$ cat config.mk
export PLATFORM = sky130hd
export DESIGN_NAME = fpalu_div_cell
export DESIGN_NICKNAME = d
export VERILOG_FILES = /design/src/hw/rtl/fpalu_pkg.sv /design/src/hw/rtl/fpalu_div_cell.sv
export SDC_FILE = /design/constraint.sdc
export NUM_CORES = 1
export LEC_CHECK = 0
export ABC_AREA = 1
export BUFFER_PORTS_ARGS = -buffer_cell sky130_fd_sc_hd__buf_2
export CELL_PAD_IN_SITES_DETAIL_PLACEMENT = 0
export CELL_PAD_IN_SITES_GLOBAL_PLACEMENT = 1
export CORE_MARGIN = 5
export CORE_UTILIZATION = 33
export CTS_BUF_LIST = sky130_fd_sc_hd__clkbuf_2
export CTS_CLUSTER_DIAMETER = 30
export CTS_CLUSTER_SIZE = 16
export DETAILED_ROUTE_END_ITERATION = 12
export GPL_ROUTABILITY_DRIVEN = 0
export PLACE_DENSITY_LB_ADDON = 0.1
export SLEW_MARGIN = 20
export SYNTH_ARGS = -nofsm -noshare
export SYNTH_HDL_FRONTEND = slang
export SYNTH_SLANG_ARGS = --single-unit
$ cat constraint.sdc
create_clock -name clk -period 11.49 [get_ports clk]
set_clock_uncertainty 0.15 [all_clocks]
set_input_delay 2.298 -clock clk [delete_from_list [all_inputs] [get_ports clk]]
set_output_delay 2.298 -clock clk [all_outputs]
set_load 0.05 [all_outputs]
$ cat src/hw/rtl/fpalu_pkg.sv
// shared types, constants and helpers for the fixed-point alu
`default_nettype none
package fpalu_pkg;

  localparam int WORD_W    = 32;
  localparam int FRAC_BITS = 8;
  // numerator bits of a divide, one quotient bit per cell
  localparam int NQ_W      = WORD_W + FRAC_BITS;
  localparam int NCELL     = NQ_W;
  localparam int MAG_W     = 2 * WORD_W + 1;

  localparam logic [WORD_W-1:0] SAT_POS = {1'b0, {(WORD_W-1){1'b1}}};
  localparam logic [WORD_W-1:0] SAT_NEG = {1'b1, {(WORD_W-1){1'b0}}};

  typedef enum logic [3:0] {
    OP_ADD      = 4'd0,
    OP_SUB      = 4'd1,
    OP_MUL      = 4'd2,
    OP_DIV      = 4'd3,
    OP_GT       = 4'd4,
    OP_LT       = 4'd5,
    OP_GE       = 4'd6,
    OP_LE       = 4'd7,
    OP_EQ       = 4'd8,
    OP_NE       = 4'd9,
    OP_MIN      = 4'd10,
    OP_MAX      = 4'd11,
    OP_INC      = 4'd12,
    OP_DEC      = 4'd13,
    OP_FROM_INT = 4'd14,
    OP_TO_INT   = 4'd15
  } op_t;

  typedef struct packed {
    op_t                op;
    logic signed [31:0] operand_a;
    logic signed [31:0] operand_b;
  } in_word_t;

  typedef struct packed {
    logic signed [31:0] result_raw;
    logic               compare_true;
    logic               overflow;
    logic               divide_by_zero;
  } out_word_t;

  // word travelling down the cell chain
  typedef struct packed {
    logic              vld;
    op_t               op;
    logic              neg;
    logic [WORD_W-1:0] den;
    logic [WORD_W-1:0] rem;
    logic [NQ_W-1:0]   nq;
    logic [2*WORD_W-1:0] prod;
    logic [WORD_W-1:0] res;
    logic              cmp;
    logic              ovf;
    logic              dbz;
  } cell_t;

  typedef struct packed {
    logic [WORD_W-1:0] val;
    logic              ovf;
  } pack_t;

  // apply a sign to a magnitude, saturating to the word range
  function automatic pack_t pack(input logic neg, input logic [MAG_W-1:0] mag);
    logic [MAG_W-1:0] limit;
    pack_t            p;
    limit = (MAG_W'(1) << (WORD_W - 1)) - (neg ? MAG_W'(0) : MAG_W'(1));
    if (mag > limit) begin
      p.ovf = 1'b1;
      p.val = neg ? SAT_NEG : SAT_POS;
    end else begin
      p.ovf = 1'b0;
      p.val = neg ? WORD_W'(-mag[WORD_W-1:0]) : mag[WORD_W-1:0];
    end
    return p;
  endfunction

endpackage
`default_nettype wire

$ cat src/hw/rtl/fpalu_div_cell.sv
// one restoring-divide cell: one quotient bit per stage
`default_nettype none
module fpalu_div_cell (
  input  wire logic            clk,
  input  wire logic            rst,
  input  wire logic            adv,
  input  wire fpalu_pkg::cell_t prev,
  output fpalu_pkg::cell_t     cur
);

  fpalu_pkg::cell_t nxt;
  logic [32:0]      r_sh;
  logic             ge;
  logic [32:0]      r_sub;

  // shift in next numerator bit, trial subtract
  assign r_sh  = {prev.rem, prev.nq[fpalu_pkg::NQ_W-1]};
  assign ge    = r_sh >= {1'b0, prev.den};
  assign r_sub = r_sh - {1'b0, prev.den};

  always_comb begin
    nxt     = prev;
    nxt.rem = ge ? r_sub[31:0] : r_sh[31:0];
    nxt.nq  = {prev.nq[fpalu_pkg::NQ_W-2:0], ge};
  end

  always_ff @(posedge clk) begin
    if (rst) begin
      cur.vld <= 1'b0;
    end else if (adv) begin
      cur <= nxt;
    end
  end

endmodule
`default_nettype wire

==> results.json <==
{
  "crit_path_start_kind": "primary input",
  "tightest_slew_ns": 1.00,
  "num_vias": 7444,
  "power_leakage_nw": 6.13,
  "end_kind": "register",
  "synthCells": 864,
  "die_w_um": 179,
  "drtIter0Drc": 332,
  "fillers": 2806,
  "worstPathMaxFanout": 36,
  "grt_pass1_vias": 7570,
  "cts_buffer_depth": 3,
  "largest_reg_flops": 209,
  "final_nets": 1574,
  "relSlewSlack_pct": 33.0,
  "top_register": "cur",
  "grt.busiest_layer": "met2",
  "final_util_pct": 45.0,
  "globalRouteMet1Util_pct": 20.6,
  "grt_max_degree": 180,
  "avgSynthCellArea_um2": 10.9,
  "intPower_mw": 1.29,
  "clk_latency_ns": 0.79,
  "syn-num-nets": 1109,
  "crit_chain": "buf_2 > inv_1 > ha_1 > nand2_1 > nor2_1 > nand2_1 > nor2_2 > nand2_1 > nand3_1 > nor2_2 > nand2_8 > inv_4 > nand2_1 > nand2_1",
  "critPathArrivalTime_ns": 4.33,
  "fin_crit_sh_pct": 34.4,
  "fmax_mhz": 253,
  "ant_nets": 0,
  "antenna_found_initial": 4,
  "rsz0062_at_grt": "no",
  "period_needed_ns": 3.96,
  "p_sw_mw": 0.706,
  "cts_root_buf": "clkbuf_2",
  "setup_violations": 0,
  "cts_resized": 0,
  "postCtsHoldBufs": 0,
  "use_met3_pct": 4.96,
  "pwr-share-clk_pct": 30.6,
  "cpMaxStageDelayCell": "ha_1",
  "htree_levels": 2,
  "drt-total-wl_mm": 30.8,
  "power.density_nw_per_um2": 159,
  "wl_per_cell_um": 17.6,
  "ys_types": 28,
  "drive_gt1_share_pct": 39.0,
  "gr-usage-all-layers_pct": 18.3,
  "viasPerCell": 4.25,
  "grt_overflow": 0,
  "synth_area_leaders": "edfxtp_1 (66%), nand2_1 (12%), inv_1 (6.0%)",
  "path_clk_slew_ns": 0.10,
  "hp-class": "reg2reg",
  "yosysWarnings": 0,
  "ys_ff_latch": 209,
  "place.port_buffers": 420,
  "io_pins": 421,
  "hpwl_mm": 24.8,
  "cts_buffers": 49,
  "cts_tree": "yes",
  "grt_pass1_wl_mm": 44.2,
  "critical_path_class": "in2reg",
  "netlist_area_um2": 9400,
  "tns_ns": 0,
  "placeableCoreArea_um2": 27900,
  "use_met2_pct": 33.9,
  "power_mw": 1.99,
  "clock_sinks": 209,
  "cpMostUsedCell": "nand2_1",
  "ys_seq_area_share_pct": 66.7,
  "setup_slack_ns": 7.53,
  "synth_largest_area_cell": "edfxtp_1",
  "drv_cap": 0,
  "crit_required_ns": 11.87,
  "area_delta_synth_final_pct": 33.7,
  "finalMaxSlewViolations": 0,
  "switching_share_pct": 35.4,
  "dieHeight_um": 179,
  "layout_commonest_cell": "buf_2",
  "hold_viol_final": 0,
  "status": "complete, no violations",
  "start_util_pct": 33.6,
  "drt-pass1-iter-count": 5,
  "dpl-instance-area_um2": 11900,
  "critPathMaxStageDelay_ns": 0.35,
  "design.die.area_um2": 31900,
  "final_cell_mix": "buf_2 (420), nand2_1 (299), edfxtp_1 (208)",
  "fin_area_um2": 12600,
  "rows": 61,
  "dp_slack_ns": 6.72,
  "synth_top_area_share_pct": 66.5,
  "drc": 0,
  "power_frac_seq_pct": 46.0,
  "ir_worst_vdd_mv": 0.0716,
  "top_regs": "cur: 209 flops",
  "cts_setup_buffers": 0,
  "comb_power_share_pct": 23.4
}
## final cells by class
class                      instances  area, um^2  share of cell area (%)
inverter                         153         577                    4.59
antenna                            4        10.0                  0.0796
clock inverter                    38         360                    2.87
multi-input combinational        495        2490                    19.8
timing repair buffer             421        2120                    16.9
tap                              378         473                    3.76
sequential                       209        6270                    49.9
clock buffer                      54         270                    2.15
## layer usage
| layer | vias to the layer above | part of all wire [%] | wire (um) |
|---|---|---|---|
| li1 | 3761 | - | - |
| met1 | 3373 | 38 | 11700 |
| met4 | 0 | 1.5 | 460 |
| met3 | 37 | 7.8 | 2400 |
| met2 | 273 | 53 | 16300 |
| met5 | - | 0 | 0 |
## path summary, 6_finish.rpt
path              cells past startpoint       from  slack (ns)        to
hold / removal                        2   cur[208]        0.32  cur[208]
setup reg to reg                      2   cur[208]       10.77  cur[208]
hold reg to reg                       2   cur[208]        0.32  cur[208]
setup / recovery                     14  prev[186]        7.53  cur[150]
## per-stage QoR
stage	instances	hold slack (ns)
3_5_place_dp	1656	0.313
2_1_floorplan	864	0.524
4_1_cts	1748	0.328
3_3_place_gp	1656	0.295
6_report	1752	0.320
5_1_grt	1752	0.366
## kinds of logic (layout without fill, tap and decap cells)
group,after synthesis,count (layout),share of synthesized area (%)
xor gates and xnor gates,14,14,1.30
DFF,209,209,66.7
adders and majority gates,33,33,4.47
buffers and inverters,160,666,6.91
and+or+nand+nor,422,422,19.2
AOI/OAI and AO/OA,26,26,1.44
other,0,4,0
## worst max-delay path, delay by kind of cell
kind	cells	cell delay [ns]
AND/OR/NAND/NOR	10	1.32
adder cells (fa/ha/maj)	1	0.35
buffers and inverters	3	0.33
## power by group through the flow
stage | clock [mW] | combinational (mW) | sequential (mW)
floorplan | 0 | 0.137 | 1.13
detailed placement | 0 | 0.471 | 0.934
CTS | 0.641 | 0.472 | 0.917
global route | 0.683 | 0.504 | 0.922
global placement | 0 | 0.471 | 0.933
finish | 0.610 | 0.466 | 0.916
## synthesized netlist by cell type
| cell | instances |
|---|---|
| buf_6 | 6 |
| nand2_4 | 3 |
| dfxtp_1 | 1 |
| nand3_1 | 37 |
| or2_2 | 1 |
| fa_1 | 1 |
| inv_4 | 1 |
| nand2_1 | 299 |
| xnor2_1 | 1 |
| and2_1 | 8 |
| nor2_2 | 6 |
| nand3_2 | 1 |
| buf_2 | 1 |
| a21oi_1 | 22 |
| o21ai_0 | 2 |
| o21bai_1 | 2 |
| edfxtp_1 | 208 |
| inv_2 | 1 |
| nand3b_1 | 10 |
| nor3_2 | 2 |
| nand4_1 | 2 |
| inv_1 | 151 |
| xor2_1 | 13 |
| nor2_1 | 35 |
| nand2_2 | 11 |
| ha_1 | 32 |
| nand2_8 | 1 |
| nor3_1 | 6 |
Power figures use the tool's default switching activity.
