**src/hw/rtl/fpalu_pkg.sv**
```systemverilog
// shared types, constants and helpers for the fixed-point alu
`default_nettype none
package fpalu_pkg;

  localparam int WORD_W    = 32;
  localparam int FRAC_BITS = 8;
  // numerator bits of a divide, one quotient bit per cell
  localparam int NQ_W      = WORD_W + FRAC_BITS;
  localparam int NCELL     = NQ_W;
  localparam int MAG_W     = 2 * WORD_W + 1;

  localparam logic [WORD_W-1:0] SAT_POS = {1'b0, {(WORD_W-1){1'b1}}};
  localparam logic [WORD_W-1:0] SAT_NEG = {1'b1, {(WORD_W-1){1'b0}}};

  typedef enum logic [3:0] {
    OP_ADD      = 4'd0,
    OP_SUB      = 4'd1,
    OP_MUL      = 4'd2,
    OP_DIV      = 4'd3,
    OP_GT       = 4'd4,
    OP_LT       = 4'd5,
    OP_GE       = 4'd6,
    OP_LE       = 4'd7,
    OP_EQ       = 4'd8,
    OP_NE       = 4'd9,
    OP_MIN      = 4'd10,
    OP_MAX      = 4'd11,
    OP_INC      = 4'd12,
    OP_DEC      = 4'd13,
    OP_FROM_INT = 4'd14,
    OP_TO_INT   = 4'd15
  } op_t;

  typedef struct packed {
    op_t                op;
    logic signed [31:0] operand_a;
    logic signed [31:0] operand_b;
  } in_word_t;

  typedef struct packed {
    logic signed [31:0] result_raw;
    logic               compare_true;
    logic               overflow;
    logic               divide_by_zero;
  } out_word_t;

  // word travelling down the cell chain
  typedef struct packed {
    logic              vld;
    op_t               op;
    logic              neg;
    logic [WORD_W-1:0] den;
    logic [WORD_W-1:0] rem;
    logic [NQ_W-1:0]   nq;
    logic [2*WORD_W-1:0] prod;
    logic [WORD_W-1:0] res;
    logic              cmp;
    logic              ovf;
    logic              dbz;
  } cell_t;

  typedef struct packed {
    logic [WORD_W-1:0] val;
    logic              ovf;
  } pack_t;

  // apply a sign to a magnitude, saturating to the word range
  function automatic pack_t pack(input logic neg, input logic [MAG_W-1:0] mag);
    logic [MAG_W-1:0] limit;
    pack_t            p;
    limit = (MAG_W'(1) << (WORD_W - 1)) - (neg ? MAG_W'(0) : MAG_W'(1));
    if (mag > limit) begin
      p.ovf = 1'b1;
      p.val = neg ? SAT_NEG : SAT_POS;
    end else begin
      p.ovf = 1'b0;
      p.val = neg ? WORD_W'(-mag[WORD_W-1:0]) : mag[WORD_W-1:0];
    end
    return p;
  endfunction

endpackage
`default_nettype wire

```
**src/hw/rtl/fpalu_pre.sv**
```systemverilog
// front stage: decode, multiply and all operations that do not use the divide cells
`default_nettype none
module fpalu_pre (
  input  wire logic              clk,
  input  wire logic              rst,
  input  wire logic              adv,
  input  wire logic              vld,
  input  wire fpalu_pkg::in_word_t word,
  output fpalu_pkg::cell_t       cur
);

  fpalu_pkg::cell_t   nxt;
  logic signed [31:0] a;
  logic signed [31:0] b;
  logic [31:0]        ma;
  logic [31:0]        mb;
  logic signed [32:0] sum;
  logic signed [32:0] dif;
  logic signed [32:0] incr;
  logic signed [32:0] decr;
  logic               lt;
  fpalu_pkg::pack_t   pk_from;
  fpalu_pkg::pack_t   pk_to;

  assign a  = word.operand_a;
  assign b  = word.operand_b;
  assign ma = a[31] ? 32'(-a) : a;
  assign mb = b[31] ? 32'(-b) : b;

  // widened add and subtract for saturation checks
  assign sum  = {a[31], a} + {b[31], b};
  assign dif  = {a[31], a} - {b[31], b};
  assign incr = {a[31], a} + 33'sd1;
  assign decr = {a[31], a} - 33'sd1;
  assign lt   = a < b;

  assign pk_from = fpalu_pkg::pack(a[31],
    fpalu_pkg::MAG_W'({ma, {fpalu_pkg::FRAC_BITS{1'b0}}}));
  assign pk_to   = fpalu_pkg::pack(a[31],
    fpalu_pkg::MAG_W'(ma >> fpalu_pkg::FRAC_BITS));

  // next word for the first cell
  always_comb begin
    nxt      = '0;
    nxt.vld  = vld;
    nxt.op   = word.op;
    nxt.neg  = a[31] ^ b[31];
    nxt.den  = mb;
    nxt.rem  = '0;
    nxt.nq   = {ma, {fpalu_pkg::FRAC_BITS{1'b0}}};
    nxt.prod = 64'(ma) * 64'(mb);
    unique case (word.op)
      fpalu_pkg::OP_ADD: begin
        nxt.ovf = sum[32] ^ sum[31];
        nxt.res = nxt.ovf ? (a[31] ? fpalu_pkg::SAT_NEG : fpalu_pkg::SAT_POS) : sum[31:0];
      end
      fpalu_pkg::OP_SUB: begin
        nxt.ovf = dif[32] ^ dif[31];
        nxt.res = nxt.ovf ? (a[31] ? fpalu_pkg::SAT_NEG : fpalu_pkg::SAT_POS) : dif[31:0];
      end
      fpalu_pkg::OP_MUL: nxt.res = '0;
      fpalu_pkg::OP_DIV: begin
        if (b == 32'sd0) begin
          nxt.dbz = 1'b1;
          nxt.ovf = 1'b1;
          nxt.res = a[31] ? fpalu_pkg::SAT_NEG : fpalu_pkg::SAT_POS;
        end
      end
      fpalu_pkg::OP_GT:  nxt.cmp = b < a;
      fpalu_pkg::OP_LT:  nxt.cmp = lt;
      fpalu_pkg::OP_GE:  nxt.cmp = !lt;
      fpalu_pkg::OP_LE:  nxt.cmp = !(b < a);
      fpalu_pkg::OP_EQ:  nxt.cmp = a == b;
      fpalu_pkg::OP_NE:  nxt.cmp = a != b;
      fpalu_pkg::OP_MIN: nxt.res = lt ? a : b;
      fpalu_pkg::OP_MAX: nxt.res = lt ? b : a;
      fpalu_pkg::OP_INC: begin
        nxt.ovf = incr[32] ^ incr[31];
        nxt.res = nxt.ovf ? (a[31] ? fpalu_pkg::SAT_NEG : fpalu_pkg::SAT_POS) : incr[31:0];
      end
      fpalu_pkg::OP_DEC: begin
        nxt.ovf = decr[32] ^ decr[31];
        nxt.res = nxt.ovf ? (a[31] ? fpalu_pkg::SAT_NEG : fpalu_pkg::SAT_POS) : decr[31:0];
      end
      fpalu_pkg::OP_FROM_INT: begin
        nxt.ovf = pk_from.ovf;
        nxt.res = pk_from.val;
      end
      fpalu_pkg::OP_TO_INT: begin
        nxt.ovf = pk_to.ovf;
        nxt.res = pk_to.val;
      end
    endcase
  end

  // stage register, product registered here
  always_ff @(posedge clk) begin
    if (rst) begin
      cur.vld <= 1'b0;
    end else if (adv) begin
      cur <= nxt;
    end
  end

endmodule
`default_nettype wire

```
**config.mk**
```make
export PLATFORM = sky130hd
export DESIGN_NAME = fpalu_pre
export DESIGN_NICKNAME = d
export VERILOG_FILES = /design/src/hw/rtl/fpalu_pkg.sv /design/src/hw/rtl/fpalu_pre.sv
export SDC_FILE = /design/constraint.sdc
export NUM_CORES = 2
export LEC_CHECK = 0
export BUFFER_PORTS_ARGS = -buffer_cell sky130_fd_sc_hd__buf_2
export CAP_MARGIN = 20
export CORE_MARGIN = 1
export CORE_UTILIZATION = 45
export DETAILED_ROUTE_END_ITERATION = 8
export GPL_TIMING_DRIVEN = 0
export REMOVE_ABC_BUFFERS = 1
export SYNTH_ARGS = -nofsm -noshare
export SYNTH_HDL_FRONTEND = slang
export SYNTH_SLANG_ARGS = --single-unit
```
**constraint.sdc**
```tcl
create_clock -name clk -period 10.7 [get_ports clk]
set_input_delay 0 -clock clk [delete_from_list [all_inputs] [get_ports clk]]
set_output_delay 0 -clock clk [all_outputs]
set_load 0.02 [all_outputs]
```
==> summary.txt <==
Route
  • DR pass1 iterations: 6
  • Vias per cell: approximately 5.8
  • Initial DRC count: 3920
  • Routed wire length: between 150000 and 200000 um
  • WL/cell: roughly 24 um
  • Via count: a little over 40000
  • Post-route ant nets: 0
  • Remaining DRCs: 0

Timing
  • Worst clock skew: 0 ps
  • Final Hold Viols: 0
  • Final Critical Period: between 10000 and 15000 ps
  • Worst-Margin Slew: ~1200 ps
  • Headroom to the max-slew limit: roughly 20%
  • Fin. max-slew vios: 0
  • Final worst setup slack: 298.7 ps
  • # setup viols final: 0
  • Max Fclk: approximately 96 MHz
  • Final Cycle Share: between 90% and 100%
  • RSZ-0062 raised after global routing: no

GRT
  • All-layer global routing usage: 32.26%
  • Total gr overflow: 0
  • First-pass GRT wire length: 260100 um
  • Pin count of the biggest net entering global routing: 85
  • Number of global-route vias before repair: approximately 42000
  • Initial antenna violation count: 7

Floorplanning
  • Core area: about 0.11 mm^2
  • Initial Util: 45.63%
  • Die H: 329.6 um
  • I/O pin count: roughly 280
  • Die W: approximately 330 um
  • Total die area: around 0.11 mm^2
  • Rows: roughly 120

Worst setup path
  • Cell mode on critical path: fa_1
  • Worst R2R Start: cur[208]$_SDFFE_PP0P_
  • Critical Path RT: around 11000 ps
  • CP Capture Type: register
  • Crit path kind: primary input to register
  • Worst EP arrival: between 10000 and 15000 ps
  • CP max stage delay: 720 ps
  • Critical-path top delay cell: xnor2_2
  • CP max FO: 26
  • Critical Path Start Type: primary input
  • Reg2Reg Depth: 3
  • Setup crit start: word[0]

Hold path
  • Hold_sp: word[32]
  • Number of cells on the worst hold path: 1
  • Worst Hold Class: primary input to register

Place
  • Placed Cells: between 7000 and 8000
  • Post-placement worst setup slack: -3156 ps
  • Placed cell area: around 0.052 mm^2
  • Hpwl dp: about 140000 um
  • Port Buffers: 240
  • GPL Wtd Cong: 0.9804

Finish
  • Final Cell Area: approximately 0.054 mm^2
  • Fillcell total: 10160
  • Biggest regs: cur x169
  • Fraction of final layout cells sized beyond drive strength 1: a little over a tenth
  • Area Growth Syn to Fin: 10.93%
  • Number of flip-flops in the largest register: about 170
  • Fin util: roughly 50%
  • Post-Layout Cell Count: about 7000
  • Top reg by flops: cur
  • Total Nets Final: ~7100

Clock network
  • Clk buf depth: 2
  • CTS clock-pin slew for the worst setup and hold paths: ~80 ps
  • CTS tree: built
  • Worst-Skew Late Latency: roughly 530 ps
  • H-tree Lvls: 4
  • CTS Buf Count: 17
  • Clock Tree Root: clkbuf_16
  • Sink Count: ~170

Synth
  • Synth Register Bits: roughly 170
  • Number of library cell types mapped by synthesis: between 100 and 150
  • Top FF cell, synth: edfxtp_1
  • Cells after synthesis: around 5700
  • Sequential area share after synthesis: a little over a tenth
  • Ys async rst share: 0%
  • EDFF count, synth: 168
  • Synthesized area: 0.04830 mm^2
  • Average cell area after synthesis: between 8 and 9 um^2
  • Warnings, synthesis: 0

Run
  • Max Cap Viol: 0

Status
  • Status: finished, final reports clean
logic make-up after synthesis:
group / count (synthesis) / synth area share (%)
flops: 169 / 10.49
other cells: 1 / 0.007764
buf+inv: 1404 / 11.29
simple gates: 1802 / 16.32
xor+xnor: 255 / 4.717
mux: 45 / 0.9403
fa+ha+maj: 1244 / 46.18
compound gates: 743 / 10.06
per-stage QoR:
step	hold slack [ps]	TNS, ps
floorplan	72.38	0
global placement	174.2	-542040
detailed placement	215.3	-69500
CTS	3.021	0
global route	31.14	0
finish	50.85	0
worst max-delay path: cells and delay by family:
kind / cells / cell delay, ps
fa+ha+maj: 10 / 4340
buf+inv: 10 / 2160
simple gates: 4 / 1060
xor+xnor: 2 / 900
compound gates: 7 / 2120
cell usage in the layout, fill, tap and decap left out, types with 52 or more instances in the layout:
cell type / count
fa_1: 898
nor3_1: 70
inv_1: 993
nand3_1: 87
ha_1: 345
nand2_1: 633
buf_4: 56
nand4_1: 52
a21o_1: 57
o21ai_0: 171
xor2_1: 59
xnor2_1: 140
nor2_1: 728
buf_2: 239
a21oi_1: 206
edfxtp_1: 168
layer usage:
layer / GRT usage [%] / up-vias / wire [um]
met3: 5.393 / 474 / 14730
met2: 51.69 / 2067 / 79180
met1: 42.15 / 20980 / 69240
met4: 16.55 / 4 / 9679
li1: - / 17980 / -
met5: 0 / - / 27
final cells by class:
type                       instances  area [um^2]  share of cell area [%]
antenna                            1        2.502                0.004670
clock buffer                      20        446.7                  0.8337
timing repair inverter             1        5.005                0.009341
timing repair buffer             408         3485                   6.504
sequential                       169         5065                   9.453
clock inverter                    12        131.4                  0.2452
tap                             1391         1740                   3.248
multi-input combinational       4130        38700                   72.22
inverter                        1041         4008                   7.480
what timing repair did:
action                                 in CTS  in global routing
setup endpoints to repair                  36                 17
endpoints found under the hold margin      39                  0
buffers inserted                           14                 37
gates cloned                                0                  2
pin swaps                                   2                  4
gates resized for setup                    37                 38
hold buffers                               16                  0
Yosys cell counts (all sizes together) (21+ instances only):
master,count,area share [%]
fa,898,37
or3,23,0.31
and3,24,0.31
xnor2,180,3.3
nand2,634,4.9
edfxtp,168,10
buf,101,1.2
and2,32,0.41
nand4,55,0.77
nor3,76,0.81
nand3,89,0.92
o21ai,177,1.8
ha,346,9.0
o21a,22,0.34
nor2,735,5.7
inv,1012,7.9
a31oi,34,0.44
a211oi,21,0.33
a21o,58,0.92
nor4,33,0.63
clkinv,29,0.23
xor2,75,1.4
mux2i,42,0.87
clkbuf,262,2.0
o31ai,28,0.44
nand2b,27,0.35
a21oi,210,2.2
path summary, 6_finish.rpt:
| check | end | slack [ps] |
|---|---|---|
| worst max-delay path | cur[95]$_DFFE_PP_ | 300 |
| worst min-delay path | cur[107]$_DFFE_PP_ | 50 |
| worst max register to register | cur[208]$_SDFFE_PP0P_ | 9560 |
| worst min register to register | cur[208]$_SDFFE_PP0P_ | 1050 |
Power is not shown: default switching activity piles up to over one toggle a cycle in this logic, so the estimate is an artifact.
